File: src/hdl/ypdd_pkg.sv
`timescale 1ns / 1ps
package ypdd_pkg;

    localparam int DEF_FRAC_BITS     = 4;
    localparam int YAW_W             = 16;
    localparam int ERR_W             = YAW_W + 1;
    localparam int GAIN_W            = 16;
    localparam int KP_W              = GAIN_W + 1;
    localparam int BASE_W            = 8;
    localparam int DZ_W              = 15;
    localparam int SPEED_W           = 8;
    localparam int CFG_IDX_W         = 3;
    localparam int CFG_DATA_W        = 16;
    localparam int MID_DEPTH         = 4;
    localparam int OUT_DEPTH         = 8;
    localparam int INT_LIMIT_WHOLE   = 150;
    localparam int KP_DOUBLE_WHOLE   = 40;
    localparam int SPEED_MAX         = 255;

    typedef struct packed {
        logic                    dz;
        logic signed [ERR_W-1:0] err;
    } t_mid_item;

    typedef struct packed {
        logic               left_reverse;
        logic [SPEED_W-1:0] left_speed;
        logic               right_reverse;
        logic [SPEED_W-1:0] right_speed;
    } t_result;

    typedef struct packed {
        logic [KP_W-1:0]   kp;
        logic [GAIN_W-1:0] ki;
        logic [BASE_W-1:0] base;
        logic              int_clr;
    } t_back_cfg;

endpackage

File: src/hdl/yaw_pi_differential_drive.sv
`timescale 1ns / 1ps
// A transfer on push passes the middle queue and stages s1 to s4 to the result side (empty low).
// Throughput: one item per cycle while the output queue has room; r_int updates once per item.
// Disabled ticks are accepted and give no result.
// Reset: synchronous, active low; clears queues, pipeline valids and the integral,
// and loads register defaults.
module yaw_pi_differential_drive
    import ypdd_pkg::*;
#(
    parameter int FRAC_BITS = DEF_FRAC_BITS
) (
    input  logic                    i_clk,
    input  logic                    i_rst_n,
    input  logic                    push,
    output logic                    full,
    input  logic signed [YAW_W-1:0] i_yaw_rate,
    output logic                    empty,
    input  logic                    pop,
    output logic                    o_left_reverse,
    output logic [SPEED_W-1:0]      o_left_speed,
    output logic                    o_right_reverse,
    output logic [SPEED_W-1:0]      o_right_speed,
    input  logic                    i_cfg_we,
    input  logic [CFG_IDX_W-1:0]    i_cfg_idx,
    input  logic [CFG_DATA_W-1:0]   i_cfg_data
);
    localparam logic [CFG_IDX_W-1:0] CFG_ENABLE     = 3'd0;
    localparam logic [CFG_IDX_W-1:0] CFG_TARGET_YAW = 3'd1;
    localparam logic [CFG_IDX_W-1:0] CFG_BASE_SPEED = 3'd2;
    localparam logic [CFG_IDX_W-1:0] CFG_KP_GAIN    = 3'd3;
    localparam logic [CFG_IDX_W-1:0] CFG_KI_GAIN    = 3'd4;
    localparam logic [CFG_IDX_W-1:0] CFG_DEAD_ZONE  = 3'd5;
    localparam logic signed [ERR_W-1:0] KP_TH = ERR_W'(KP_DOUBLE_WHOLE) <<< FRAC_BITS;

    logic                    r_enable;
    logic signed [YAW_W-1:0] r_target_yaw;
    logic [BASE_W-1:0]       r_base_speed;
    logic [GAIN_W-1:0]       r_kp_gain;
    logic [GAIN_W-1:0]       r_ki_gain;
    logic [DZ_W-1:0]         r_dead_zone;

    logic                    q_wr;
    t_mid_item               q_wdata;
    t_mid_item               q_rdata;
    logic                    q_empty;
    logic                    q_pop;
    logic [$clog2(MID_DEPTH+1)-1:0] q_count;
    logic                    kp_dbl;
    t_back_cfg               back_cfg;
    t_result                 result;

    always_ff @(posedge i_clk) begin
        if (!i_rst_n) begin
            r_enable     <= 1'b0;
            r_target_yaw <= '0;
            r_base_speed <= BASE_W'(150);
            r_kp_gain    <= GAIN_W'(256);
            r_ki_gain    <= '0;
            r_dead_zone  <= DZ_W'(16);
        end else if (i_cfg_we) begin
            unique case (i_cfg_idx)
                CFG_ENABLE:     r_enable     <= i_cfg_data[0];
                CFG_TARGET_YAW: r_target_yaw <= $signed(i_cfg_data[YAW_W-1:0]);
                CFG_BASE_SPEED: r_base_speed <= i_cfg_data[BASE_W-1:0];
                CFG_KP_GAIN:    r_kp_gain    <= i_cfg_data[GAIN_W-1:0];
                CFG_KI_GAIN:    r_ki_gain    <= i_cfg_data[GAIN_W-1:0];
                CFG_DEAD_ZONE:  r_dead_zone  <= i_cfg_data[DZ_W-1:0];
                default:        r_enable     <= r_enable;
            endcase
        end
    end

    assign kp_dbl = (ERR_W'(r_target_yaw) >= KP_TH) || (ERR_W'(r_target_yaw) <= -KP_TH);

    assign back_cfg.kp      = kp_dbl ? {r_kp_gain, 1'b0} : {1'b0, r_kp_gain};
    assign back_cfg.ki      = r_ki_gain;
    assign back_cfg.base    = r_base_speed;
    assign back_cfg.int_clr = i_cfg_we && (i_cfg_idx == CFG_ENABLE);

    ypdd_front u_front (
        .i_push       (push),
        .i_q_full     (full),
        .i_enable     (r_enable),
        .i_yaw_rate   (i_yaw_rate),
        .i_target_yaw (r_target_yaw),
        .i_dead_zone  (r_dead_zone),
        .o_q_wr       (q_wr),
        .o_q_item     (q_wdata)
    );

    ypdd_fifo #(
        .W     ($bits(t_mid_item)),
        .DEPTH (MID_DEPTH)
    ) u_mid_q (
        .i_clk   (i_clk),
        .i_rst_n (i_rst_n),
        .i_push  (q_wr),
        .i_wdata (q_wdata),
        .i_pop   (q_pop),
        .o_rdata (q_rdata),
        .o_full  (full),
        .o_empty (q_empty),
        .o_count (q_count)
    );

    ypdd_back #(
        .FRAC_BITS (FRAC_BITS)
    ) u_back (
        .i_clk     (i_clk),
        .i_rst_n   (i_rst_n),
        .i_cfg     (back_cfg),
        .i_q_empty (q_empty),
        .i_q_item  (q_rdata),
        .o_q_pop   (q_pop),
        .i_pop     (pop),
        .o_empty   (empty),
        .o_result  (result)
    );

    assign o_left_reverse  = result.left_reverse;
    assign o_left_speed    = result.left_speed;
    assign o_right_reverse = result.right_reverse;
    assign o_right_speed   = result.right_speed;

    logic unused_count;
    assign unused_count = ^q_count;

endmodule

File: src/hdl/ypdd_fifo.sv
`timescale 1ns / 1ps
module ypdd_fifo #(
    parameter int W     = 8,
    parameter int DEPTH = 4
) (
    input  logic                         i_clk,
    input  logic                         i_rst_n,
    input  logic                         i_push,
    input  logic [W-1:0]                 i_wdata,
    input  logic                         i_pop,
    output logic [W-1:0]                 o_rdata,
    output logic                         o_full,
    output logic                         o_empty,
    output logic [$clog2(DEPTH+1)-1:0]   o_count
);
    localparam int AW = (DEPTH > 1) ? $clog2(DEPTH) : 1;
    localparam int CW = $clog2(DEPTH + 1);

    logic [W-1:0]  r_mem [DEPTH];
    logic [AW-1:0] r_wr;
    logic [AW-1:0] r_rd;
    logic [CW-1:0] r_count;
    logic          wr_en;
    logic          rd_en;

    assign o_full  = (r_count == CW'(DEPTH));
    assign o_empty = (r_count == '0);
    assign o_count = r_count;
    assign o_rdata = r_mem[r_rd];
    assign wr_en   = i_push && !o_full;
    assign rd_en   = i_pop && !o_empty;

    always_ff @(posedge i_clk) begin
        if (!i_rst_n) begin
            r_wr    <= '0;
            r_rd    <= '0;
            r_count <= '0;
        end else begin
            if (wr_en) begin
                r_wr <= (r_wr == AW'(DEPTH - 1)) ? '0 : r_wr + 1'b1;
            end
            if (rd_en) begin
                r_rd <= (r_rd == AW'(DEPTH - 1)) ? '0 : r_rd + 1'b1;
            end
            unique case ({wr_en, rd_en})
                2'b10:   r_count <= r_count + 1'b1;
                2'b01:   r_count <= r_count - 1'b1;
                default: r_count <= r_count;
            endcase
        end
    end

    always_ff @(posedge i_clk) begin
        if (wr_en) begin
            r_mem[r_wr] <= i_wdata;
        end
    end

endmodule

File: src/hdl/ypdd_front.sv
`timescale 1ns / 1ps
module ypdd_front
    import ypdd_pkg::*;
(
    input  logic                    i_push,
    input  logic                    i_q_full,
    input  logic                    i_enable,
    input  logic signed [YAW_W-1:0] i_yaw_rate,
    input  logic signed [YAW_W-1:0] i_target_yaw,
    input  logic [DZ_W-1:0]         i_dead_zone,
    output logic                    o_q_wr,
    output t_mid_item               o_q_item
);
    logic signed [ERR_W-1:0] err;
    logic signed [ERR_W-1:0] dz_s;
    logic                    in_dz;

    assign err   = ERR_W'(i_target_yaw) - ERR_W'(i_yaw_rate);
    assign dz_s  = $signed({{(ERR_W-DZ_W){1'b0}}, i_dead_zone});
    assign in_dz = (err > -dz_s) && (err < dz_s);

    // drop ticks while disabled
    assign o_q_wr       = i_push && !i_q_full && i_enable;
    assign o_q_item.dz  = in_dz;
    assign o_q_item.err = in_dz ? '0 : err;

endmodule

File: src/hdl/ypdd_back.sv
`timescale 1ns / 1ps
module ypdd_back
    import ypdd_pkg::*;
#(
    parameter int FRAC_BITS = DEF_FRAC_BITS
) (
    input  logic      i_clk,
    input  logic      i_rst_n,
    input  t_back_cfg i_cfg,
    input  logic      i_q_empty,
    input  t_mid_item i_q_item,
    output logic      o_q_pop,
    input  logic      i_pop,
    output logic      o_empty,
    output t_result   o_result
);
    localparam int PROD_FRAC = FRAC_BITS + 8;
    localparam int INT_W     = PROD_FRAC + 9;
    localparam int PI_W      = ERR_W + GAIN_W + 1;
    localparam int PP_W      = ERR_W + KP_W + 1;
    localparam int SUM_W     = 36;
    localparam int OCW       = $clog2(OUT_DEPTH + 1);
    localparam logic signed [SUM_W-1:0] INT_LIM = SUM_W'(INT_LIMIT_WHOLE) <<< PROD_FRAC;
    localparam int DRV_W     = 18;

    logic                     r_s1_v;
    t_mid_item                r_s1_item;
    logic                     r_s2_v;
    logic                     r_s2_dz;
    logic signed [PI_W-1:0]   r_s2_pi;
    logic signed [PP_W-1:0]   r_s2_pp;
    logic                     r_s3_v;
    logic signed [PP_W-1:0]   r_s3_pp;
    logic signed [INT_W-1:0]  r_s3_int;
    logic                     r_s4_v;
    logic signed [15:0]       r_s4_corr;
    logic signed [INT_W-1:0]  r_int;

    logic signed [PI_W-1:0]   n_pi;
    logic signed [PP_W-1:0]   n_pp;
    logic signed [SUM_W-1:0]  int_sum;
    logic signed [INT_W-1:0]  n_int;
    logic signed [SUM_W-1:0]  acc;
    logic [SUM_W-1:0]         acc_mag;
    logic [SUM_W-1:0]         acc_q;
    logic signed [15:0]       n_corr;
    logic signed [DRV_W-1:0]  base_s;
    logic [8:0]               drv_l;
    logic [8:0]               drv_r;
    t_result                  res;
    logic [OCW-1:0]           out_count;
    logic [OCW:0]             occ;
    logic                     out_full;

    function automatic logic [8:0] drive(input logic signed [DRV_W-1:0] s);
        logic [DRV_W-1:0] m;
        m = s[DRV_W-1] ? DRV_W'(-s) : DRV_W'(s);
        drive[8]   = s[DRV_W-1];
        drive[7:0] = (m > DRV_W'(SPEED_MAX)) ? 8'(SPEED_MAX) : m[7:0];
    endfunction

    // issue only with room reserved for everything in flight
    assign occ = (OCW+1)'(out_count) + (OCW+1)'(r_s1_v) + (OCW+1)'(r_s2_v)
               + (OCW+1)'(r_s3_v) + (OCW+1)'(r_s4_v);
    assign o_q_pop = !i_q_empty && (occ < (OCW+1)'(OUT_DEPTH));

    assign n_pi = r_s1_item.err * $signed({1'b0, i_cfg.ki});
    assign n_pp = r_s1_item.err * $signed({1'b0, i_cfg.kp});

    always_comb begin
        int_sum = SUM_W'(r_int) + SUM_W'(r_s2_pi);
        if (r_s2_dz) begin
            n_int = '0;
        end else if (int_sum > INT_LIM) begin
            n_int = INT_W'(INT_LIM);
        end else if (int_sum < -INT_LIM) begin
            n_int = INT_W'(-INT_LIM);
        end else begin
            n_int = int_sum[INT_W-1:0];
        end
    end

    always_comb begin
        acc     = SUM_W'(r_s3_pp) + SUM_W'(r_s3_int);
        acc_mag = acc[SUM_W-1] ? SUM_W'(-acc) : SUM_W'(acc);
        acc_q   = acc_mag >> PROD_FRAC;
        if (acc[SUM_W-1]) begin
            n_corr = (acc_q >= SUM_W'(32768)) ? 16'sh8000 : 16'(-acc_q);
        end else begin
            n_corr = (acc_q >= SUM_W'(32767)) ? 16'sh7FFF : 16'(acc_q);
        end
    end

    assign base_s = $signed({{(DRV_W-BASE_W){1'b0}}, i_cfg.base});
    assign drv_l  = drive(base_s + DRV_W'(r_s4_corr));
    assign drv_r  = drive(base_s - DRV_W'(r_s4_corr));

    assign res.left_reverse  = drv_l[8];
    assign res.left_speed    = drv_l[7:0];
    assign res.right_reverse = drv_r[8];
    assign res.right_speed   = drv_r[7:0];

    always_ff @(posedge i_clk) begin
        if (!i_rst_n) begin
            r_s1_v <= 1'b0;
            r_s2_v <= 1'b0;
            r_s3_v <= 1'b0;
            r_s4_v <= 1'b0;
            r_int  <= '0;
        end else begin
            r_s1_v <= o_q_pop;
            r_s2_v <= r_s1_v;
            r_s3_v <= r_s2_v;
            r_s4_v <= r_s3_v;
            if (i_cfg.int_clr) begin
                r_int <= '0;
            end else if (r_s2_v) begin
                r_int <= n_int;
            end
        end
    end

    always_ff @(posedge i_clk) begin
        r_s1_item <= i_q_item;
        r_s2_dz   <= r_s1_item.dz;
        r_s2_pi   <= n_pi;
        r_s2_pp   <= n_pp;
        r_s3_pp   <= r_s2_pp;
        r_s3_int  <= n_int;
        r_s4_corr <= n_corr;
    end

    ypdd_fifo #(
        .W     ($bits(t_result)),
        .DEPTH (OUT_DEPTH)
    ) u_out_q (
        .i_clk   (i_clk),
        .i_rst_n (i_rst_n),
        .i_push  (r_s4_v),
        .i_wdata (res),
        .i_pop   (i_pop),
        .o_rdata (o_result),
        .o_full  (out_full),
        .o_empty (o_empty),
        .o_count (out_count)
    );

    logic unused_full;
    assign unused_full = out_full;

endmodule

File: config.mk
export PLATFORM = sky130hd
export DESIGN_NAME = yaw_pi_differential_drive
export DESIGN_NICKNAME = d
export VERILOG_FILES = /design/src/hdl/ypdd_pkg.sv /design/src/hdl/yaw_pi_differential_drive.sv /design/src/hdl/ypdd_fifo.sv /design/src/hdl/ypdd_front.sv /design/src/hdl/ypdd_back.sv
export SDC_FILE = /design/constraint.sdc
export NUM_CORES = 2
export LEC_CHECK = 0
export BUFFER_PORTS_ARGS = -buffer_cell sky130_fd_sc_hd__buf_2
export CAP_MARGIN = 20
export CORE_AREA = 3 3 308 310
export CTS_CLUSTER_DIAMETER = 60
export CTS_CLUSTER_SIZE = 14
export DETAILED_ROUTE_END_ITERATION = 12
export DIE_AREA = 0 0 311 313
export PLACE_DENSITY = 0.64
export REMOVE_ABC_BUFFERS = 1
export SLEW_MARGIN = 20
export SYNTH_ARGS = -nofsm -noshare
export SYNTH_HDL_FRONTEND = slang
export SYNTH_HIERARCHICAL = 1
export SYNTH_SLANG_ARGS = --single-unit
File: constraint.sdc
create_clock -name i_clk -period 19.5 [get_ports i_clk]
set_input_delay 0.975 -clock i_clk [delete_from_list [all_inputs] [get_ports i_clk]]
set_output_delay 0.975 -clock i_clk [all_outputs]
set_load 0.05 [all_outputs]
==> impl_metrics.csv <==
group,metric,value,unit
routing,dr.pass1.iters,7,
global_route,antenna_found_initial,2,
global_route,grt_max_degree,54,
yosys,yosysMostFrequentCell,"inv_1",
yosys,yosys.area.top_type,"fa_1",
floorplan,die_h,313,um
global_route,overflow,0,
worst_setup_path,cp_slowest_cell,"a22oi_4",
worst_setup_path,rrSetupSlack,10.76,ns
timing,max_slew_margin,24.86,%
worst_setup_path,cp_slowest_stage_delay,0.62,ns
global_route,track_usage,23.03,%
pwr,total_power,3.342,mW
min_path,worstHoldPathType,"reg -> reg",
min_path,hp-start,"u_back/r_s2_pp[10]",
routing,postRouteAntennaNets,0,
cells_and_area,syn2layout_area_growth,6.881,%
timing,period_share,44.84,%
yosys,netlist_area,45990,um2
pwr,power_switching,1.191,mW
yosys,syn-instance-count,4750,
yosys,yosysSeqAreaShare,26.25,%
clock_network,cts_tree,"built",
pwr,combPwrFrac,34.9,%
floorplan,core_area,91940,um2
min_path,hold_end,"u_back/r_s3_pp[10]",
clock_network,cts.sinks,495,
placed_design,dp_hpwl,83610,um
cells_and_area,final_nets,5645,
placed_design,gp_congestion,0.8644,
routing,drt_iter0_markers,2086,
timing,tightest_slew,1.120,ns
global_route,met3_usage,2.836,%
yosys,yosysUniqueCellTypes,106,
clock_network,insertion_delay,0.65,ns
timing,tns,0,ns
worst_setup_path,critical_path.startpoint_type,"register",
cells_and_area,layout-drive-gt1-share,6.184,%
run,timing.max_cap.violations,0,
pwr,p_int,2.152,mW
floorplan,rows,111,
clock_network,path_clk_slew,0.06,ns
routing,vias,32661,
yosys,synth_area_leaders,"fa_1 22%, edfxtp_1 14%, dfxtp_1 12%, ha_1 9.9%, inv_1 6.1%",
global_route,grt_util_met1,31.62,%
routing,drc_errors,0,
yosys,avgSynthCellArea,9.682,um2
pwr,leakage,22.38,nW
routing,vias_per_cell,5.431,
timing,finalHoldViolations,0,
timing,fin_hold_ws,0.3045,ns
global_route,grt_pass1_vias,33261,
pwr,ir_worst_vdd,0.07022,mV
floorplan,ios,60,
timing,fmax,0.1144,GHz
timing,rsz0062_at_grt,"no",
pwr,switching_share,35.62,%
worst_setup_path,crit_arrival,9.31,ns
clock_network,post_cts_buffers,0,
clock_network,h-tree-depth,2,
global_route,grt_busiest_layer,"met2",
yosys,synth-async-reset-ratio,0,%
yosys,synth-edff-count,216,
clock_network,cts-resized-gates,0,
worst_setup_path,critPathMaxFanout,17,
yosys,synth_common_cells,"752 x inv_1, 606 x nand2_1, 510 x fa_1, 363 x ha_1, 281 x and2_1",
timing,setup_viol,0,
worst_setup_path,reg2reg_depth,28,
timing,period_needed,8.744,ns
clock_network,cts_buffers,50,
routing,drt-total-wl,110300,um
timing,fin_skew,0.05905,ns
floorplan,fp.dieW,311,um
timing,drv_slew,0,
yosys,ys_seq_elements,495,
worst_setup_path,worstSetupPathType,"reg -> reg",
pwr,powerDensity,68.00,nW/um2
pwr,power_frac_clock,28.8,%
worst_setup_path,r2r-end,"u_back/r_s2_pp[33]",
clock_network,hold_buffers,0,
global_route,grt_pass1_wl,180000,um
min_path,hold_path_depth,0,
pwr,seq_power_share,36.3,%
status,status,"finished clean",
worst_setup_path,path_common_cell,"fa_1",
routing,avgRoutedWirePerCell,18.34,um
floorplan,start_util,50.02,%
yosys,ys.flop_type,"dfxtp_1",
global_route,use_met2,38.76,%
clock_network,cts_buffer_depth,3,
placed_design,place.port_buffers,59,
cells_and_area,fill_cells,8432,
floorplan,dieArea,97340,um2
clock_network,root_buffer,"clkbuf_16",
yosys,yosysWarnings,6,
worst_setup_path,r2r-start,"r_target_yaw[3]",
worst_setup_path,cp.required,20.07,ns
yosys,synth_top_cell_area_share,22.20,%
worst_setup_path,end_kind,"register",
## cells by family (layout without fill, tap and decap cells)
group	Yosys count	count (layout)	share of synthesized area, %
simple gates	1463	1463	15.63
buf+inv	932	952	7.901
fa+ha+maj	873	873	32.08
compound gates	703	703	10.41
flops	495	495	26.25
xor+xnor	169	169	3.268
mux	115	115	4.470
other cells	0	1	0
## through the flow
| stage | setup WS (ns) | utilization [%] | instances | cell area, um2 |
|---|---|---|---|---|
| finish | 10.76 | 53.46 | 6014 | 49150 |
| CTS | 10.77 | 53.45 | 6013 | 49140 |
| global route | 10.27 | 53.46 | 6013 | 49150 |
| detailed placement | 10.76 | 51.63 | 5923 | 47470 |
| floorplan | 11.58 | - | 4573 | 45190 |
| global placement | 10.81 | 51.62 | 5923 | 47460 |
## metal layers
layer | up-vias | share of wire [%]
li1 | 15597 | -
met1 | 16154 | 45
met2 | 764 | 48
met3 | 146 | 5.0
met4 | 0 | 2.6
met5 | - | 0
## area by class of cell
cell class / count / area, um2 / area share [%]
multi-input cells: 3323 / 30360 / 61.76
flip-flops and latches: 495 / 12080 / 24.57
inverters: 755 / 2834 / 5.766
well taps: 1243 / 1555 / 3.164
clock buffers: 69 / 1369 / 2.785
repair buffers: 107 / 655.6 / 1.334
clock inverters: 21 / 302.8 / 0.6160
diodes: 1 / 2.502 / 0.005091
## power groups by stage
stage | clock network (mW) | registers, mW | logic [mW]
after global routing | 1.03 | 1.22 | 1.32
after detailed placement | 0 | 1.24 | 1.16
after global placement | 0 | 1.23 | 1.15
after CTS | 0.990 | 1.21 | 1.17
after floorplan | 0 | 1.21 | 0.897
final | 0.963 | 1.21 | 1.17
## worst max-delay path by stage
| stage | end | depth (start not counted) | from |
|---|---|---|---|
| floorplan | u_back/r_s2_pp[33] | 28 | r_target_yaw[9] |
| global placement | u_back/r_s2_pp[33] | 28 | r_target_yaw[3] |
| detailed placement | u_back/r_s2_pp[33] | 28 | r_target_yaw[3] |
| CTS | u_back/r_s2_pp[33] | 28 | r_target_yaw[3] |
| global route | u_back/r_s2_pp[33] | 28 | r_target_yaw[9] |
| finish | u_back/r_s2_pp[33] | 28 | r_target_yaw[3] |
## cells in the final DEF (no fill, tap or decap), drive strengths merged, types with 26 or more instances in the layout
master | Yosys | routed
xor2 | 46 | 46
a21o | 73 | 73
nand2b | 41 | 41
clkbuf | 144 | 69
nand3 | 68 | 68
and3 | 28 | 28
edfxtp | 216 | 216
buf | 33 | 107
ha | 363 | 363
xnor2 | 123 | 123
nand2 | 606 | 606
a21oi | 171 | 171
a21boi | 85 | 85
o21ai | 115 | 115
dfxtp | 279 | 279
nor3 | 70 | 70
fa | 510 | 510
o21a | 39 | 39
nor2b | 39 | 39
mux4 | 54 | 54
inv | 753 | 759
a31oi | 26 | 26
o21bai | 27 | 27
mux2 | 39 | 39
nor2 | 199 | 199
and2 | 281 | 281
## worst max-delay path, delay by kind of cell (launching register included)
kind / cells / cell delay (ns)
XOR/XNOR: 1 / 0.13
buffers and inverters: 4 / 0.19
flip-flops: 1 / 0.33
adder cells (fa/ha/maj): 7 / 3.43
AO/OA/AOI/OAI: 10 / 3.04
multiplexers: 1 / 0.56
AND/OR/NAND/NOR: 5 / 0.99
## flip-flops by register name, indices dropped and copies added, names as in the netlist, 3 cells and up, named ones only
register	count
u_back/u_out_q/r_mem	144
u_mid_q/r_mem	72
u_back/r_s2_pp	35
u_back/r_s3_pp	35
u_back/r_s2_pi	34
u_back/r_int	21
u_back/r_s3_int	21
u_back/r_s1_item	18
r_ki_gain	16
r_kp_gain	16
r_target_yaw	16
u_back/r_s4_corr	16
r_dead_zone	15
r_base_speed	8
u_back/u_out_q/o_count	4
u_back/u_out_q/r_rd	3
u_back/u_out_q/r_wr	3
u_mid_q/o_count	3
Power figures use the tool's default switching activity.
